File: src/hdl/ltc_pkg.sv
// Shared types, character classes and keyword tables for the token scanner.
package ltc_pkg;

	// Result kinds as they appear on the output tuser
	typedef enum logic [2:0] {
		KIND_KEYWORD = 3'd0,
		KIND_IDENT   = 3'd1,
		KIND_NUMBER  = 3'd2,
		KIND_OPER    = 3'd3,
		KIND_SEP     = 3'd4,
		KIND_SUMMARY = 3'd5
	} kind_t;

	// Scanner position relative to tokens
	typedef enum logic [1:0] {
		MODE_IDLE = 2'd0,
		MODE_WORD = 2'd1,
		MODE_NUM  = 2'd2
	} mode_t;

	localparam int NUM_KW     = 6;
	localparam int KW_MAX_LEN = 6;
	localparam int NUM_KINDS  = 5;

	// Keywords: int, if, else, while, for, return
	localparam logic [2:0] KW_LEN [NUM_KW] = '{3'd3, 3'd2, 3'd4, 3'd5, 3'd3, 3'd6};
	localparam logic [7:0] KW_TEXT [NUM_KW][KW_MAX_LEN] = '{
		'{"i", "n", "t", 8'h00, 8'h00, 8'h00},
		'{"i", "f", 8'h00, 8'h00, 8'h00, 8'h00},
		'{"e", "l", "s", "e", 8'h00, 8'h00},
		'{"w", "h", "i", "l", "e", 8'h00},
		'{"f", "o", "r", 8'h00, 8'h00, 8'h00},
		'{"r", "e", "t", "u", "r", "n"}
	};

	typedef struct packed {
		logic       hit;
		logic [2:0] idx;
	} kw_hit_t;

	function automatic logic is_alpha(logic [7:0] b);
		return ((b >= "a") && (b <= "z")) || ((b >= "A") && (b <= "Z"));
	endfunction

	function automatic logic is_digit(logic [7:0] b);
		return (b >= "0") && (b <= "9");
	endfunction

	function automatic logic is_oper(logic [7:0] b);
		return (b == "+") || (b == "-") || (b == "*") || (b == "/") ||
			(b == "=") || (b == "%");
	endfunction

	function automatic logic is_sep(logic [7:0] b);
		return (b == "(") || (b == ")") || (b == ";") || (b == "{") ||
			(b == "}") || (b == "[") || (b == "]") || (b == ",");
	endfunction

	// Drop candidates whose character at position idx differs from b
	function automatic logic [NUM_KW-1:0] kw_filter(logic [NUM_KW-1:0] cand,
		logic [7:0] idx, logic [7:0] b);
		logic [NUM_KW-1:0] res;
		res = '0;
		for (int i = 0; i < NUM_KW; i++) begin
			if (cand[i] && (idx < 8'(KW_LEN[i]))) begin
				res[i] = (KW_TEXT[i][idx[2:0]] == b);
			end
		end
		return res;
	endfunction

	// Lowest-numbered surviving candidate whose length equals the token length
	function automatic kw_hit_t kw_match(logic [NUM_KW-1:0] cand, logic [7:0] len);
		kw_hit_t res;
		res = '0;
		for (int i = NUM_KW - 1; i >= 0; i--) begin
			if (cand[i] && (len == 8'(KW_LEN[i]))) begin
				res.hit = 1'b1;
				res.idx = 3'(i);
			end
		end
		return res;
	endfunction

endpackage

File: src/hdl/ltc_front.sv
// Front end: accepts bytes, tracks the open token and queues token and symbol events.
module ltc_front #(
	parameter int MAX_TOKEN_LENGTH = 63,
	parameter int POSITION_BITS    = 32,
	parameter int LEN_BITS         = 6,
	parameter int ENT_W            = 2 * 32 + 6 + 19
) (
	input  logic             clk,
	input  logic             arst_n,
	input  logic             in_valid,
	output logic             in_ready,
	input  logic             in_action,
	input  logic [7:0]       in_byte,
	output logic             ent_valid,
	input  logic             ent_ready,
	output logic [ENT_W-1:0] ent
);

	typedef struct packed {
		logic                     tok_vld;
		ltc_pkg::kind_t           tok_kind;
		logic [POSITION_BITS-1:0] tok_start;
		logic [LEN_BITS-1:0]      tok_len;
		logic [2:0]               tok_kwi;
		logic                     sec_vld;
		ltc_pkg::kind_t           sec_kind;
		logic [7:0]               sec_sym;
		logic [POSITION_BITS-1:0] sec_start;
	} entry_t;

	localparam logic [LEN_BITS-1:0] LEN_MAX = LEN_BITS'(MAX_TOKEN_LENGTH);

	ltc_pkg::mode_t                   mode_q, mode_n;
	logic [LEN_BITS-1:0]              len_q, len_n, len_grow;
	logic [POSITION_BITS-1:0]         start_q, start_n;
	logic [POSITION_BITS-1:0]         pos_q, pos_n;
	logic [ltc_pkg::NUM_KW-1:0]       cand_q, cand_n;
	ltc_pkg::kw_hit_t                 hit;
	entry_t                           e;
	logic                             acc;
	logic                             rescan;

	assign in_ready  = ent_ready;
	assign acc       = in_valid && ent_ready;
	assign ent_valid = acc && (e.tok_vld || e.sec_vld);
	assign ent       = e;

	assign len_grow = (len_q < LEN_MAX) ? len_q + 1'b1 : len_q;
	assign hit      = ltc_pkg::kw_match(cand_q, 8'(len_q));

	// Scan step: close or extend the open token, then rescan the byte if needed
	always_comb begin
		e       = '0;
		mode_n  = mode_q;
		len_n   = len_q;
		start_n = start_q;
		cand_n  = cand_q;
		pos_n   = pos_q;
		rescan  = 1'b0;

		// closing token, used whenever tok_vld is set
		e.tok_start = start_q;
		e.tok_len   = len_q;
		if (mode_q == ltc_pkg::MODE_WORD) begin
			e.tok_kind = hit.hit ? ltc_pkg::KIND_KEYWORD : ltc_pkg::KIND_IDENT;
			e.tok_kwi  = hit.hit ? hit.idx : 3'd0;
		end else begin
			e.tok_kind = ltc_pkg::KIND_NUMBER;
			e.tok_kwi  = 3'd0;
		end

		if (in_action) begin
			// end of stream: flush, summarize, clear
			e.tok_vld   = (mode_q != ltc_pkg::MODE_IDLE);
			e.sec_vld   = 1'b1;
			e.sec_kind  = ltc_pkg::KIND_SUMMARY;
			e.sec_start = pos_q;
			mode_n      = ltc_pkg::MODE_IDLE;
			len_n       = '0;
			start_n     = '0;
			cand_n      = '1;
			pos_n       = '0;
		end else begin
			pos_n = pos_q + 1'b1;
			unique case (mode_q)
				ltc_pkg::MODE_WORD: begin
					if (ltc_pkg::is_alpha(in_byte) || ltc_pkg::is_digit(in_byte)) begin
						cand_n = ltc_pkg::kw_filter(cand_q, 8'(len_q), in_byte);
						len_n  = len_grow;
					end else begin
						e.tok_vld = 1'b1;
						rescan    = 1'b1;
					end
				end
				ltc_pkg::MODE_NUM: begin
					if (ltc_pkg::is_digit(in_byte)) begin
						len_n = len_grow;
					end else begin
						e.tok_vld = 1'b1;
						rescan    = 1'b1;
					end
				end
				default: begin
					rescan = 1'b1;
				end
			endcase

			// byte seen from outside any token
			if (rescan) begin
				mode_n = ltc_pkg::MODE_IDLE;
				if (ltc_pkg::is_alpha(in_byte)) begin
					mode_n  = ltc_pkg::MODE_WORD;
					start_n = pos_q;
					len_n   = LEN_BITS'(1);
					cand_n  = ltc_pkg::kw_filter('1, 8'd0, in_byte);
				end else if (ltc_pkg::is_digit(in_byte)) begin
					mode_n  = ltc_pkg::MODE_NUM;
					start_n = pos_q;
					len_n   = LEN_BITS'(1);
					cand_n  = '1;
				end else if (ltc_pkg::is_oper(in_byte)) begin
					e.sec_vld   = 1'b1;
					e.sec_kind  = ltc_pkg::KIND_OPER;
					e.sec_sym   = in_byte;
					e.sec_start = pos_q;
				end else if (ltc_pkg::is_sep(in_byte)) begin
					e.sec_vld   = 1'b1;
					e.sec_kind  = ltc_pkg::KIND_SEP;
					e.sec_sym   = in_byte;
					e.sec_start = pos_q;
				end
			end
		end
	end

	// Scanner state
	always_ff @(posedge clk or negedge arst_n) begin
		if (!arst_n) begin
			mode_q  <= ltc_pkg::MODE_IDLE;
			len_q   <= '0;
			start_q <= '0;
			cand_q  <= '1;
			pos_q   <= '0;
		end else if (acc) begin
			mode_q  <= mode_n;
			len_q   <= len_n;
			start_q <= start_n;
			cand_q  <= cand_n;
			pos_q   <= pos_n;
		end
	end

endmodule

File: src/hdl/ltc_queue.sv
// Small register FIFO between the scanner front end and the result back end.
module ltc_queue #(
	parameter int W          = 8,
	parameter int DEPTH_LOG2 = 2
) (
	input  logic         clk,
	input  logic         arst_n,
	input  logic         wr_valid,
	output logic         wr_ready,
	input  logic [W-1:0] wr_data,
	output logic         rd_valid,
	input  logic         rd_ready,
	output logic [W-1:0] rd_data
);

	localparam int DEPTH = 1 << DEPTH_LOG2;

	logic [W-1:0]          mem_q [DEPTH];
	logic [DEPTH_LOG2-1:0] wptr_q, rptr_q;
	logic [DEPTH_LOG2:0]   cnt_q;
	logic                  push, pop;

	assign wr_ready = (cnt_q != (DEPTH_LOG2 + 1)'(DEPTH));
	assign rd_valid = (cnt_q != '0);
	assign rd_data  = mem_q[rptr_q];
	assign push     = wr_valid && wr_ready;
	assign pop      = rd_valid && rd_ready;

	// Entry storage
	always_ff @(posedge clk) begin
		if (push) begin
			mem_q[wptr_q] <= wr_data;
		end
	end

	// Pointers and fill count
	always_ff @(posedge clk or negedge arst_n) begin
		if (!arst_n) begin
			wptr_q <= '0;
			rptr_q <= '0;
			cnt_q  <= '0;
		end else begin
			if (push) begin
				wptr_q <= wptr_q + 1'b1;
			end
			if (pop) begin
				rptr_q <= rptr_q + 1'b1;
			end
			if (push && !pop) begin
				cnt_q <= cnt_q + 1'b1;
			end else if (pop && !push) begin
				cnt_q <= cnt_q - 1'b1;
			end
		end
	end

endmodule

File: src/hdl/ltc_back.sv
// Back end: expands queued events into results, keeps kind totals, drives output register.
module ltc_back #(
	parameter int POSITION_BITS = 32,
	parameter int LEN_BITS      = 6,
	parameter int COUNT_BITS    = 16,
	parameter int ENT_W         = 2 * 32 + 6 + 19,
	parameter int DATA_W        = 11 + 32 + 6 + 5 * 16
) (
	input  logic              clk,
	input  logic              arst_n,
	input  logic              ent_valid,
	output logic              ent_ready,
	input  logic [ENT_W-1:0]  ent,
	output logic              out_valid,
	input  logic              out_ready,
	output ltc_pkg::kind_t    out_kind,
	output logic [DATA_W-1:0] out_data,
	output logic              out_last
);

	typedef struct packed {
		logic                     tok_vld;
		ltc_pkg::kind_t           tok_kind;
		logic [POSITION_BITS-1:0] tok_start;
		logic [LEN_BITS-1:0]      tok_len;
		logic [2:0]               tok_kwi;
		logic                     sec_vld;
		ltc_pkg::kind_t           sec_kind;
		logic [7:0]               sec_sym;
		logic [POSITION_BITS-1:0] sec_start;
	} entry_t;

	localparam logic [COUNT_BITS-1:0] CNT_MAX = '1;

	entry_t                   e;
	logic                     valid_q;
	logic                     phase_q;
	ltc_pkg::kind_t           kind_q;
	logic [DATA_W-1:0]        data_q;
	logic                     last_q;
	logic [COUNT_BITS-1:0]    cnt_q [ltc_pkg::NUM_KINDS];
	logic [COUNT_BITS-1:0]    cnt_n [ltc_pkg::NUM_KINDS];
	logic                     load, first, pop;
	ltc_pkg::kind_t           kind_c;
	logic [7:0]               sym_c;
	logic [POSITION_BITS-1:0] start_c;
	logic [LEN_BITS-1:0]      len_c;
	logic [2:0]               kwi_c;
	logic                     last_c;
	logic [DATA_W-1:0]        data_c;

	assign e         = ent;
	assign load      = (!valid_q || out_ready) && ent_valid;
	assign first     = e.tok_vld && !phase_q;
	assign pop       = load && !(first && e.sec_vld);
	assign ent_ready = pop;

	assign out_valid = valid_q;
	assign out_kind  = kind_q;
	assign out_data  = data_q;
	assign out_last  = last_q;

	// Pick the token or the symbol/summary half of the entry
	always_comb begin
		if (first) begin
			kind_c  = e.tok_kind;
			sym_c   = 8'd0;
			start_c = e.tok_start;
			len_c   = e.tok_len;
			kwi_c   = e.tok_kwi;
			last_c  = !e.sec_vld;
		end else begin
			kind_c  = e.sec_kind;
			sym_c   = e.sec_sym;
			start_c = e.sec_start;
			len_c   = (e.sec_kind == ltc_pkg::KIND_SUMMARY) ? '0 : LEN_BITS'(1);
			kwi_c   = 3'd0;
			last_c  = 1'b1;
		end
	end

	// Saturating totals including this result
	always_comb begin
		for (int k = 0; k < ltc_pkg::NUM_KINDS; k++) begin
			if ((kind_c == 3'(k)) && (cnt_q[k] != CNT_MAX)) begin
				cnt_n[k] = cnt_q[k] + 1'b1;
			end else begin
				cnt_n[k] = cnt_q[k];
			end
		end
		data_c = {cnt_n[4], cnt_n[3], cnt_n[2], cnt_n[1], cnt_n[0],
			kwi_c, len_c, start_c, sym_c};
	end

	// Control: output valid, entry phase and totals
	always_ff @(posedge clk or negedge arst_n) begin
		if (!arst_n) begin
			valid_q <= 1'b0;
			phase_q <= 1'b0;
			for (int k = 0; k < ltc_pkg::NUM_KINDS; k++) begin
				cnt_q[k] <= '0;
			end
		end else begin
			if (load) begin
				valid_q <= 1'b1;
			end else if (out_ready) begin
				valid_q <= 1'b0;
			end
			if (load) begin
				phase_q <= first && e.sec_vld;
				for (int k = 0; k < ltc_pkg::NUM_KINDS; k++) begin
					cnt_q[k] <= (kind_c == ltc_pkg::KIND_SUMMARY) ? '0 : cnt_n[k];
				end
			end
		end
	end

	// Output payload
	always_ff @(posedge clk) begin
		if (load) begin
			kind_q <= kind_c;
			data_q <= data_c;
			last_q <= last_c;
		end
	end

endmodule

File: src/hdl/lexical_token_classifier_core.sv
// Top level of the byte-serial lexical scanner: front end, event queue, back end.
//
// Input stream (s_*): one request per byte; s_tuser = 1 marks end of stream
// (s_tdata ignored). Output stream (m_*): up to two token, symbol or summary results
// per request on the bus; m_tuser holds the kind, m_tlast marks the final result
// of an input request.
// Each byte is classified in the cycle it is accepted; its results are registered
// in the event queue and then in the output register, which loads when free.
// Throughput is one byte per cycle while the queue has room. A byte that closes
// a word or number and is itself an operator or separator, or an end of stream
// with an open token, gives two results from one entry; a four-entry event queue
// absorbs these so the input keeps moving until the queue fills.
// When the receiver stalls, the output register holds its result, the queue
// fills, and s_tready drops once all four entries are in use.
// Reset clears the scanner state, byte position, queue and kind totals; the
// end-of-stream request clears all but the queue after emitting its summary.
module lexical_token_classifier_core #(
	parameter int MAX_TOKEN_LENGTH = 63,
	parameter int COUNT_BITS       = 16,
	parameter int POSITION_BITS    = 32
) (
	input  logic                clk,
	input  logic                arst_n,
	input  logic                s_tvalid,
	output logic                s_tready,
	input  logic [7:0]          s_tdata,  // byte_req
	input  logic                s_tuser,  // action
	output logic                m_tvalid,
	input  logic                m_tready,
	// symbol, token_start, token_length, keyword_index, keyword_total,
	// identifier_total, number_total, operator_total, separator_total, zero fill
	output logic [((11 + POSITION_BITS + $clog2(MAX_TOKEN_LENGTH + 1) + 5 * COUNT_BITS + 7)
		/ 8) * 8 - 1:0] m_tdata,
	output logic [2:0]          m_tuser,  // kind
	output logic                m_tlast
);

	localparam int LEN_BITS = $clog2(MAX_TOKEN_LENGTH + 1);
	localparam int ENT_W    = 2 * POSITION_BITS + LEN_BITS + 19;
	localparam int DATA_W   = 11 + POSITION_BITS + LEN_BITS + 5 * COUNT_BITS;
	localparam int TDATA_W  = ((DATA_W + 7) / 8) * 8;
	localparam int LEN_LO   = 8 + POSITION_BITS;
	localparam int KWI_LO   = LEN_LO + LEN_BITS;

	logic              fe_valid, fe_ready;
	logic [ENT_W-1:0]  fe_ent;
	logic              be_valid, be_ready;
	logic [ENT_W-1:0]  be_ent;
	ltc_pkg::kind_t    out_kind;
	logic [DATA_W-1:0] out_data;

	ltc_front #(
		.MAX_TOKEN_LENGTH(MAX_TOKEN_LENGTH),
		.POSITION_BITS(POSITION_BITS),
		.LEN_BITS(LEN_BITS),
		.ENT_W(ENT_W)
	) u_front (
		.clk(clk),
		.arst_n(arst_n),
		.in_valid(s_tvalid),
		.in_ready(s_tready),
		.in_action(s_tuser),
		.in_byte(s_tdata),
		.ent_valid(fe_valid),
		.ent_ready(fe_ready),
		.ent(fe_ent)
	);

	ltc_queue #(
		.W(ENT_W),
		.DEPTH_LOG2(2)
	) u_queue (
		.clk(clk),
		.arst_n(arst_n),
		.wr_valid(fe_valid),
		.wr_ready(fe_ready),
		.wr_data(fe_ent),
		.rd_valid(be_valid),
		.rd_ready(be_ready),
		.rd_data(be_ent)
	);

	ltc_back #(
		.POSITION_BITS(POSITION_BITS),
		.LEN_BITS(LEN_BITS),
		.COUNT_BITS(COUNT_BITS),
		.ENT_W(ENT_W),
		.DATA_W(DATA_W)
	) u_back (
		.clk(clk),
		.arst_n(arst_n),
		.ent_valid(be_valid),
		.ent_ready(be_ready),
		.ent(be_ent),
		.out_valid(m_tvalid),
		.out_ready(m_tready),
		.out_kind(out_kind),
		.out_data(out_data),
		.out_last(m_tlast)
	);

	assign m_tuser = out_kind;

	// Zero-fill the packed payload to whole bytes
	always_comb begin
		m_tdata = TDATA_W'(out_data);
	end

	// A summary always closes its request
	assert property (@(posedge clk) disable iff (!arst_n)
		m_tvalid && (m_tuser == ltc_pkg::KIND_SUMMARY) |-> m_tlast)
		else $error("summary result without tlast");

	// Only a closed word or number can be followed by a second result
	assert property (@(posedge clk) disable iff (!arst_n)
		m_tvalid && !m_tlast |-> (m_tuser == ltc_pkg::KIND_KEYWORD) ||
			(m_tuser == ltc_pkg::KIND_IDENT) || (m_tuser == ltc_pkg::KIND_NUMBER))
		else $error("non-final result is not a word or number token");

	// Operators and separators are one character long
	assert property (@(posedge clk) disable iff (!arst_n)
		m_tvalid && ((m_tuser == ltc_pkg::KIND_OPER) || (m_tuser == ltc_pkg::KIND_SEP))
			|-> (m_tdata[LEN_LO +: LEN_BITS] == LEN_BITS'(1)))
		else $error("symbol result with length other than one");

	// Keyword index is zero except on keywords
	assert property (@(posedge clk) disable iff (!arst_n)
		m_tvalid && (m_tuser != ltc_pkg::KIND_KEYWORD) |-> (m_tdata[KWI_LO +: 3] == 3'd0))
		else $error("keyword index set on a non-keyword result");

endmodule

File: config.mk
export PLATFORM = sky130hd
export DESIGN_NAME = lexical_token_classifier_core
export DESIGN_NICKNAME = d
export VERILOG_FILES = /design/src/hdl/ltc_pkg.sv /design/src/hdl/ltc_front.sv /design/src/hdl/ltc_queue.sv /design/src/hdl/ltc_back.sv /design/src/hdl/lexical_token_classifier_core.sv
export SDC_FILE = /design/constraint.sdc
export NUM_CORES = 1
export LEC_CHECK = 0
export ABC_AREA = 1
export BUFFER_PORTS_ARGS = -buffer_cell sky130_fd_sc_hd__buf_4
export CAP_MARGIN = 20
export CORE_MARGIN = 2
export CORE_UTILIZATION = 30
export DETAILED_ROUTE_END_ITERATION = 8
export PLACE_DENSITY_LB_ADDON = 0.15
export SYNTH_ARGS = -nofsm -noshare
export SYNTH_HDL_FRONTEND = slang
export SYNTH_HIERARCHICAL = 1
export SYNTH_SLANG_ARGS = --single-unit
export TNS_END_PERCENT = 20
File: constraint.sdc
create_clock -name clk -period 17.4 [get_ports clk]
set_clock_uncertainty 0.15 [all_clocks]
set_input_delay 2.61 -clock clk [delete_from_list [all_inputs] [get_ports clk]]
set_output_delay 2.61 -clock clk [all_outputs]
set_load 0.03 [all_outputs]
==> flow_metrics.tcl, run 1 <==
set metrics [dict create \
    synth_xor_area_share_pct 1.03 \
    synthAdderAreaFrac_pct 0.938 \
    cts_hold_buf 0 \
    wl_mm 80.8 \
    cp.required_ns 17.49 \
    setup_viol 0 \
    core_area_um2 104000 \
    synth_top_area_share_pct 46.7 \
    fp-row-count 118 \
    drt_iter0_markers 1179 \
    drt_first_pass_iters 6 \
    die-area_um2 107000 \
    start_kind "primary input" \
    avgSynthCellArea_um2 9.56 \
    report.final.slew_viol_count 0 \
    ys_seq_area_share_pct 60.0 \
    cts_tree "yes" \
    synth-seq-cells 656 \
    initial_utilization_pct 30.3 \
    grt_max_degree 113 \
    final.period_utilization_pct 35.4 \
    worst_pin_slew_ns 0.996 \
    clock.fmax_mhz 162 \
    path_clk_slew_ns 0.05 \
    num_antenna_cells 0 \
    cap_violations 0 \
    synthTopCellsByArea "edfxtp_1 47%, dfrtp_1 13%, nand2_1 13%, inv_1 5.0%, o211ai_1 4.3%" \
    rsz0062_at_grt "no" \
    critical_path.endpoint_type "flop" \
    numPortBuffers 147 \
    num-fill-cells 10620 \
    period_needed_ns 6.16 \
    synth_top_family_by_area "simple AND/OR/NAND/NOR gates" \
    drc_errors 0 \
    yosysTopAreaCell "edfxtp_1" \
    numCtsBuffers 75 \
    synth_cell_type_count 48 \
    insertion_delay_ns 0.64 \
    track_usage_pct 14.9 \
    area_delta_synth_final_pct 14.7 \
    vias 22037 \
    path_common_cell "nand2_1" \
    vdd_drop_max_v 0.000135 \
    post_drt_wl_per_cell_um 16.6 \
    drive_gt1_share_pct 11.9 \
    holdWs_ns 0.335 \
    cts_resized 0 \
    cpMaxStageDelayCell "buf_4" \
    path_cells "buf_4 -> clkinv_1 -> nor2_1 -> nand3_1 -> nor2_1 -> nor2_1 -> nand2_1 -> a21oi_4 -> buf_4 -> nand2_1 -> nand2_1 -> inv_1 -> nand2_1 -> nor2_4 -> buf_4" \
    h-tree-depth 3 \
    grt_overflow 0 \
    crit_family "simple AND/OR/NAND/NOR gates" \
    yosys.area_share.simple_pct 23.0 \
    cp.arrival_ns 6.25 \
    fin_nets 3451 \
    place.detailed.hpwl_mm 49.5 \
    synth_edf_count 489 \
    power_density_nw_per_um2 181 \
    setup_tns_ns 0 \
    critPathKind "in -> reg" \
    clockBufferDepth 3 \
    dieWidth_um 328 \
    gp_congestion 0.835 \
    synth_compound_area_share_pct 6.66 \
    muxShareOfSynthArea_pct 0 \
    vias_per_cell 4.54 \
    syn_inst 3292 \
    cts_sinks 656 \
    synth_top_flop_cell "edfxtp_1" \
    grt_pass1_vias 21130 \
    hold_viol 0 \
    antenna_found_initial 0 \
    p_total_uw 6530 \
    outcome "finished clean" \
    hold_path.class "reg -> reg" \
    clockRootBuffer "clkbuf_16" \
    leakagePower_uw 0.0153 \
    syn_area_um2 31500 \
    synthArstFlopShare_pct 25.5 \
    die_h_um 328 \
    maxSlewHeadroom_pct 33.6 \
    crit_buf_inv 5 \
    cp_slowest_stage_delay_ns 0.84 \
    grt_pass1_wl_mm 125 \
    ios 155 \
    detail-route-antenna-nets 0 \
    post-cts-setup-buffers 0 \
    cp_max_fo 59 \
    ys_warn_count 6 \
]
-- layer usage --
| metal | GRT usage [%] | routed length [um] |
|---|---|---|
| met1 | 20.2 | 37900 |
| met3 | 2.39 | 3350 |
| met2 | 24.6 | 38000 |
| met5 | 0 | 0 |
| met4 | 4.23 | 1570 |
-- kinds of logic after synthesis --
group / after synthesis
AO/OA/AOI/OAI: 318
other: 2
buffers and inverters: 568
flip-flops: 656
AND/OR/NAND/NOR: 1688
XOR/XNOR: 37
adder cells (fa/ha/maj): 23
-- worst register-to-register path: stages, from the launching register on --
cell	delay (ns)
dfrtp_4	0.89
clkinv_2	0.70
o211ai_1	0.29
nand2_1	0.23
nand2_2	0.13
buf_4	0.63
nand2_2	0.18
nand2_4	0.17
clkinv_2	0.12
o21ai_1	0.16
inv_2	0.27
buf_4	0.44
nand3_1	0.21
nand2_1	0.07
-- final cells by class --
class / instances / area, um2 / area share (%)
Clock buffer: 99 / 2060 / 5.70
Clock inverter: 39 / 417 / 1.15
Inverter: 434 / 1650 / 4.57
Multi-Input combinational cell: 2075 / 10000 / 27.8
Sequential cell: 656 / 18900 / 52.3
Tap cell: 1380 / 1730 / 4.78
Timing Repair Buffer: 173 / 1350 / 3.73
-- synthesized netlist by cell type (22+ instances only) --
cell type	number
inv_1	420
dfrtp_1	161
nor2_1	202
ha_1	22
buf_2	29
a21oi_1	32
buf_6	41
o21ai_0	81
buf_4	37
nor3_1	35
o211ai_1	180
nand4_1	41
nand2_2	65
xor2_1	31
nand2_1	1057
nand3_1	176
and2_1	72
clkbuf_1	26
edfxtp_1	489
-- where the power goes --
group	leakage, uW	switching (uW)	internal, uW
sequential	0.00692	224	2180
combinational	0.00712	1780	762
clock	0.00121	670	918
total	0.0153	2670	3860
-- per-stage QoR --
step / area [um2] / util [%] / cells / setup slack [ns]
floorplan: 31500 / - / 3299 / 9.13
global placement: 33600 / 32.4 / 4716 / 10.16
detailed placement: 33600 / 32.4 / 4717 / 10.54
CTS: 36100 / 34.8 / 4855 / 11.21
global route: 36100 / 34.8 / 4856 / 10.89
finish: 36100 / 34.8 / 4856 / 11.24
-- flip-flops by register name, summed over array words and instances, names as in the netlist --
| signal | cells |
|---|---|
| u_back/cnt_q | 80 |
| u_back/out_data | 129 |
| u_back/out_kind | 3 |
| u_back/out_last | 1 |
| u_back/out_valid | 1 |
| u_back/phase_q | 1 |
| u_front/cand_q | 6 |
| u_front/len_q | 6 |
| u_front/mode_q | 2 |
| u_front/pos_q | 32 |
| u_front/start_q | 32 |
| u_queue/cnt_q | 3 |
| u_queue/mem_q | 356 |
| u_queue/rptr_q | 2 |
| u_queue/wptr_q | 2 |
-- cell usage in the layout (no fill, tap or decap), types with 7 or more instances in the layout --
master,Yosys,final
nor2_1,202,198
o21ai_1,8,8
xor2_1,31,31
inv_1,420,419
clkbuf_8,0,10
buf_4,37,170
and2_1,72,72
nor2_4,9,13
nand3_1,176,176
clkinv_2,1,16
dfrtp_1,161,160
inv_6,1,7
nand4_1,41,41
nand2_2,65,65
o21ai_0,81,81
nor2_2,9,9
clkbuf_16,0,75
a21oi_1,32,32
clkbuf_1,26,15
o211ai_1,180,180
inv_2,10,9
nand2_1,1057,1056
nand3_2,10,10
ha_1,22,22
edfxtp_1,489,489
conb_1,2,9
nor3_1,35,35
-- final timing paths --
kind                       cells past startpoint              endpoint  slack [ns]               from
max                                           15  u_queue/mem_q[2][34]       11.24         s_tdata[0]
max reg2reg                                   13       u_back/cnt_q[2]       12.62  u_queue/rptr_q[1]
min reg2reg                                    2     u_front/cand_q[2]        0.34  u_front/cand_q[2]
min                                            2     u_front/cand_q[2]        0.34  u_front/cand_q[2]
max in group asynchronous                      3     u_queue/rptr_q[1]       13.24             arst_n
min in group asynchronous                      1       u_back/cnt_q[5]        1.86             arst_n
Note: power is estimated with default switching activity, not from simulation.
==> inputs of run 2 (changes only) <==
- clock period: 17.4 -> 6.1 ns (I/O delays scaled with it)
==> flow_metrics.tcl, run 2 (synthesis gave the netlist of run 1 again) <==
set metrics [dict create \
    path_clk_slew_ns 0.06 \
    drc_errors 0 \
    report.final.slew_viol_count 0 \
    critPathKind "reg -> reg" \
    fp-row-count 118 \
    wl_mm 81.1 \
    final.period_utilization_pct 74.3 \
    numCtsBuffers 77 \
    vias_per_cell 4.52 \
    area_delta_synth_final_pct 15.2 \
    ios 155 \
    cp.arrival_ns 4.89 \
    period_needed_ns 4.53 \
    drive_gt1_share_pct 11.9 \
    hold_viol 0 \
    critical_path.endpoint_type "flop" \
    cp_max_fo 41 \
    vias 21963 \
    num-fill-cells 10566 \
    die-area_um2 107000 \
    hold_path.class "in -> async" \
    antenna_found_initial 2 \
    cp.required_ns 6.45 \
    grt_max_degree 183 \
    cts_tree "yes" \
    rsz0062_at_grt "no" \
    setup_viol 0 \
    multi_input_area_um2 10000 \
    fin_nets 3453 \
    power_density_nw_per_um2 518 \
    final_cell_mix "1056 x nand2_1, 489 x edfxtp_1, 419 x inv_1" \
    regArea_um2 18900 \
    cts_hold_buf 0 \
    place.detailed.hpwl_mm 48.9 \
    p_total_uw 18800 \
    cts_sinks 656 \
    clockBufferDepth 3 \
    worst_pin_slew_ns 1.09 \
    core_area_um2 104000 \
    dieWidth_um 328 \
    detail-route-antenna-nets 0 \
    grt_pass1_vias 20980 \
    cap_violations 0 \
    grt_overflow 0 \
    initial_utilization_pct 30.3 \
    vdd_drop_max_v 0.000380 \
    reg2reg_from "u_queue/rptr_q[1]" \
    h-tree-depth 3 \
    r2r_end "u_queue/cnt_q[1]" \
    clock.fmax_mhz 221 \
    final_common_cell "nand2_1" \
    drt_first_pass_iters 7 \
    holdWs_ns 0.219 \
    largest_reg_flops 356 \
    maxSlewHeadroom_pct 27.4 \
    numPortBuffers 147 \
    grt_pass1_wl_mm 125 \
    gp_congestion 0.828 \
    die_h_um 328 \
    drt_iter0_markers 1418 \
    clockRootBuffer "clkbuf_16" \
    track_usage_pct 15.0 \
    cts_resized 0 \
    start_kind "flop" \
    post-cts-setup-buffers 0 \
    leakagePower_uw 0.0153 \
    top_register "u_queue/mem_q" \
    post_drt_wl_per_cell_um 16.7 \
    reg2reg_slack_ns 1.57 \
    insertion_delay_ns 0.64 \
    outcome "finished clean" \
    r2r_cells 13 \
]
[run 2: worst max-delay path by stage]
stage | startpoint | end | slack [ns] | depth (start not counted)
global placement | u_queue/rptr_q[1] | u_queue/cnt_q[1] | 1.53 | 13
finish | u_queue/rptr_q[1] | u_queue/cnt_q[1] | 1.57 | 13
global route | u_queue/rptr_q[1] | u_queue/cnt_q[1] | 1.22 | 13
CTS | u_queue/rptr_q[1] | u_queue/cnt_q[1] | 1.47 | 13
floorplan | s_tdata[0] | u_queue/mem_q[0][0] | -0.47 | 13
detailed placement | u_queue/rptr_q[1] | u_queue/cnt_q[1] | 1.48 | 13
[run 2: cell type report]
type	instances	area share (%)
antenna	1	0.00690
clock buffer	107	6.10
inverter	434	4.55
sequential	656	52.1
clock inverter	37	1.06
multi-input combinational	2075	27.7
tap	1380	4.76
timing repair buffer	173	3.76
[run 2: critical path, stage by stage, from the launching register on]
cell and delay [ns]:
dfrtp_4 0.75, clkinv_2 0.76, o211ai_1 0.34, nand2_1 0.18, nand2_2 0.20, buf_4 0.58
inv_2 0.07, a21oi_1 0.29, nand2_1 0.17, ha_1 0.23, inv_1 0.09, fa_1 0.42
nand2_1 0.08, o21ai_0 0.08
[run 2: routing by layer]
metal,GRT usage (%),routed length [um],up-vias
met1,20.0,37500,10427
li1,-,-,11059
met3,2.25,3110,102
met5,0,13,-
met4,4.24,1570,2
met2,25.1,38900,373
[run 2: metrics by stage]
step                area (um2)  setup TNS [ns]  setup slack, ns  util, %  instances
floorplan                31500         -168.45           -0.473        -       3299
global placement         33600               0             1.53     32.4       4717
detailed placement       33600               0             1.48     32.4       4717
CTS                      36200               0             1.47     34.9       4861
global route             36200               0             1.22     34.9       4862
finish                   36200               0             1.57     34.9       4863
[run 2: power breakdown]
part	switching (uW)	internal [uW]	total, uW	leakage, uW
Sequential	625	6210	6840	0.00692
Combinational	5080	2190	7270	0.00713
Clock	1900	2760	4660	0.00127
